<file path="src/hdl/tdl_ram.sv">
// ----------------------------------------------------------------------------
// tdl_ram
// Generic single-write, single-read RAM with registered read data.
// ----------------------------------------------------------------------------
module tdl_ram #(
    parameter int WIDTH = 8,
    parameter int DEPTH = 256
) (
    input  logic                     i_clk,
    input  logic                     i_we,
    input  logic [$clog2(DEPTH)-1:0] i_waddr,
    input  logic [WIDTH-1:0]         i_wdata,
    input  logic [$clog2(DEPTH)-1:0] i_raddr,
    output logic [WIDTH-1:0]         o_rdata
);

    logic [WIDTH-1:0] r_mem [DEPTH];
    logic [WIDTH-1:0] r_rdata;

    // write port and registered read port
    always_ff @(posedge i_clk) begin
        if (i_we) begin
            r_mem[i_waddr] <= i_wdata;
        end
        r_rdata <= r_mem[i_raddr];
    end

    assign o_rdata = r_rdata;

endmodule
</file>
<file path="config.mk">
export PLATFORM = sky130hd
export DESIGN_NAME = tdl_ram
export DESIGN_NICKNAME = d
export VERILOG_FILES = /design/src/hdl/tdl_ram.sv
export SDC_FILE = /design/constraint.sdc
export NUM_CORES = 2
export LEC_CHECK = 0
export BUFFER_PORTS_ARGS = -buffer_cell sky130_fd_sc_hd__buf_4
export CAP_MARGIN = 15
export CORE_ASPECT_RATIO = 0.8
export CORE_MARGIN = 10
export CORE_UTILIZATION = 63
export CTS_CLUSTER_DIAMETER = 150
export CTS_CLUSTER_SIZE = 28
export DETAILED_ROUTE_END_ITERATION = 8
export PLACE_DENSITY = 0.79
export SYNTH_ARGS = -nofsm -noshare
export SYNTH_HDL_FRONTEND = slang
export SYNTH_SLANG_ARGS = --single-unit
export TNS_END_PERCENT = 50
</file>
<file path="constraint.sdc">
create_clock -name i_clk -period 2.4 [get_ports i_clk]
set_clock_uncertainty 0.05 [all_clocks]
set_input_delay 0.12 -clock i_clk [delete_from_list [all_inputs] [get_ports i_clk]]
set_output_delay 0.12 -clock i_clk [all_outputs]
set_load 0.02 [all_outputs]
</file>
Yosys cells after proc, flatten, opt, wreduce, memory -nomap -nowiden
Memory sizes are Yosys's and may differ from the RTL's. A register that Yosys moved wholly into a read port is not among the register bits.
Index checks and enable logic that the tools add are counted.
{"block": "classes", "muxes": 2}
{"op": "1-bit two-way mux", "count": 2}
{"block": "totals", "memories": 1, "ramBits": 2048, "register_bits": 0, "inputBits": 26, "out_inout_bits": 8}
{"memory": "r_mem", "words": 256, "word_bits": 8, "rd": 1, "rd_clocked_by_memory_dff": 1, "wr": 1, "line": "17", "source": "logic [WIDTH-1:0] r_mem [DEPTH];"}

Longest topological paths before layout
{"block": "depth", "depth_word": 2, "depth_mapped": 11, "ltp_nobuf": 6}

Worst setup path after synthesis
No wires, ideal clock.
{"block": "synth_path", "path_kind": "in2reg", "from": "in i_raddr[0]", "to": "reg r_rdata[2], in the netlist o_rdata[2] (read register of r_mem)", "arrival_ns": 1.927, "path_slack_ns": 0.292, "path_stages": 9, "required_ns": 2.219, "path_buffers": 4, "path_cell_list": "buf_6 buf_12 buf_8 buf_2 mux4_2 a22oi_1 a21oi_1 nor4_1 nor4_2"}
{"item": "from (decl)", "line": "13", "source": "input logic [$clog2(DEPTH)-1:0] i_raddr,"}
{"item": "to (decl)", "line": "18", "source": "logic [WIDTH-1:0] r_rdata;"}

==> results.md <==
* Vias at 42700
* Core area at 125000 µm²
* Sequential share of power at roughly 65%
* Met3 wire len at 26700 µm
* Worst setup path class: reg2reg
* Data arrival, critical path at 3000 ps
* Post-DR wirelength/cell at approximately 33 µm
* Final period utilization at 101%
* Post-DRT Antenna Nets at 0
* FF+latch count, synth at 2056
* I/O pins at 34
* Worst slew margin at 29.9%
* Hold Vio Cnt, Final at 2
* Worst-skew pair later-pin latency at 740 ps
* Htree depth at 3
* CP endpoint kind: register
* Die span in y at 338 µm
* Reg2Reg Depth at 8
* Dpl cell area at 86700 µm²
* Hold EP: r_mem[231][6]
* Syn Area/Cell at around 21 µm²
* RSZ-0062 raised after global routing: yes
* Initial antenna violation count at 7
* Fmax at 0.412 GHz
* Clock sinks at 2056
* DR iter-0 viols at about 7600
* Finish-stage setup viols at 3
* Total nets after synthesis at between 3000 and 4000
* Initial Util at between 60% and 70%
* Final worst setup slack at -29.7 ps
* Fin area at 89400 µm²
* Met2 WL post-DR at 94000 µm
* Post-synth EDFFs at 2048
* CP Launch Type: register
* Core Util, Final at 71.4%
* Total Routing Usage GR at ~29%
* Peak supply drop at 549 µV
* Grt total ovfl at 0
* First-pass DRT Iterations at 6
* Pint at 47.9 mW
* Most common cell after layout, fill and taps aside: edfxtp_1
* Vias per cell at 7.11
* CP Max Fanout at 1
* Worst R2R Start: r_mem[211][5]
* Max layer used: met5
* CTS clk-pin slew, worst paths at 100 ps
* Layout cells sized above 1 at 30.3%
* Yosys cell types at 55
* Pleak at 28.5 nW
* Via count of the first global-routing pass at 42300
* CTS tree: built
* Quantity of I/O buffers inserted on ports at 33
* Worst Hold Launch: i_wdata[6]
* Sequential share of the synthesized area at 77.5%
* Max stage delay on crit path at 550 ps
* Power Dens Cells at 680 nW/µm²
* Final Total Pwr at 60.8 mW
* CP bufs+invs at 2
* Die width at 417 µm
* Number of remaining DRC errors at 0
* Largest net degree at the start of global routing at 104
* Async set or reset register ratio after synthesis at 0%
* Post-synthesis cell count at 3733
* Gpl congestion at roughly 0.9
* Largest buffer count on any clock path at 3
* Worst path cell trace: mux4_2 > a22o_1 > a221oi_2 > buf_4 > o32ai_4 > nor3_4 > buf_6 > nor4_2
* Status: complete, but fails checks
* Synthesized cell area at approximately 80000 µm²
* Postcts setup bufs at 0
* First-pass GRT wire length at 294000 µm
* Post-Route M1 WL at 72900 µm
* Fin Hold WS at -1.67 ps
* Switching share of power at 21.2%
* Site Rows at 116
* Most frequent cells in the layout: 2048 x edfxtp_1, 637 x buf_4, 454 x mux4_2
* Slew @ Worst Pin at 1050 ps
* Total CTS buffers at just over 80
* Slowest cell on the critical path: mux4_2
* FF-to-FF End: o_rdata[5]
* # placed instances at 5880
* Logic pwr share at 7.0%
* Failing checks: negative hold slack, negative setup slack
* Number of synthesis warnings at 0
* Tmin final at 2430 ps
* Layout Nets at 4347
* Worst hold stages at 1
* Die Area at 141000 µm²
* Primary FF master, synth: edfxtp_1
* Place WS at -765 ps
* NetSw at between 10 and 15 mW
* Area Growth Syn to Fin at 12.4%
* Finished Layout Cells at around 6000
* Setup tns final at -67.3 ps
* Worst hold path class: in2reg
* WP data required at 2970 ps
* Fillers at 6927
* CTS root buf: clkbuf_16
* Final count of pins violating max slew at 0
* Detailed Route WL at around 200000 µm
* Delay-heaviest family, CP: compound AO/OA/AOI/OAI gates
* Clock power frac at 27.8%
* Dpl hpwl at about 130000 µm
* FF-to-FF setup slack at -30 ps
* Max_cap viols at 0
==> state kept, by name, indices dropped and copies added (netlist names) <==
| signal | cells |
|---|---|
| o_rdata | 8 |
| r_mem | 2048 |
==> cell usage after synthesis, drive strengths merged (27+ instances only) <==
cell type,number,area [µm²]
nor2b,31,194
a22oi,133,998
nand3,34,170
nor2,282,1060
nor4,27,188
o221ai,47,418
buf,122,1030
clkbuf,111,417
nand2,33,124
edfxtp,2048,61500
o22ai,28,175
mux2i,134,1340
mux4,456,10300
a21oi,96,480
==> how the worst max path moves through the flow <==
stage | startpoint | endpoint | cells after the start
finish | r_mem[211][5] | o_rdata[5] | 8
global route | r_mem[96][4] | o_rdata[4] | 8
CTS | r_mem[86][1] | o_rdata[1] | 6
detailed placement | i_raddr[0] | o_rdata[2] | 8
global placement | i_raddr[0] | o_rdata[4] | 9
floorplan | i_raddr[0] | o_rdata[2] | 9
==> routing by layer <==
metal  up-vias  track usage, %
met5         -               0
li1      16700               -
met3       449            6.94
met2      3534            43.8
met1     22000            41.2
met4         6            9.11
==> power by group through the flow <==
| stage | registers [mW] | clock network (mW) | logic [mW] |
|---|---|---|---|
| floorplan | 40.4 | 0 | 1.92 |
| detailed placement | 40.4 | 0 | 4.10 |
| finish | 39.6 | 16.9 | 4.27 |
| CTS | 39.6 | 17.0 | 4.19 |
| global route | 39.6 | 18.2 | 4.45 |
| global placement | 40.4 | 0 | 3.99 |
==> logic make-up after synthesis <==
family / share of synthesized area (%)
flip-flops: 77.5
multiplexers: 14.6
AND/OR/NAND/NOR: 2.63
AO/OA/AOI/OAI: 3.42
buffers and inverters: 1.83
==> layout make-up <==
cell class / instances / area (µm²) / area share, %
well taps: 1652 / 2070 / 2.31
flip-flops and latches: 2056 / 61700 / 69.0
repair buffers: 736 / 6600 / 7.38
inverters: 2 / 7.51 / 0.00840
multi-input cells: 1442 / 16700 / 18.7
clock inverters: 6 / 75.1 / 0.0840
clock buffers: 115 / 2240 / 2.51
diodes: 4 / 10.0 / 0.0112
==> timing repair <==
action,in CTS,in global routing
hold buffers,8,0
pin swaps,7,4
gates resized for setup,28,17
endpoints found under the setup margin,8,8
cloned,0,0
hold endpoints to repair,352,0
Power figures use the tool's default switching activity.
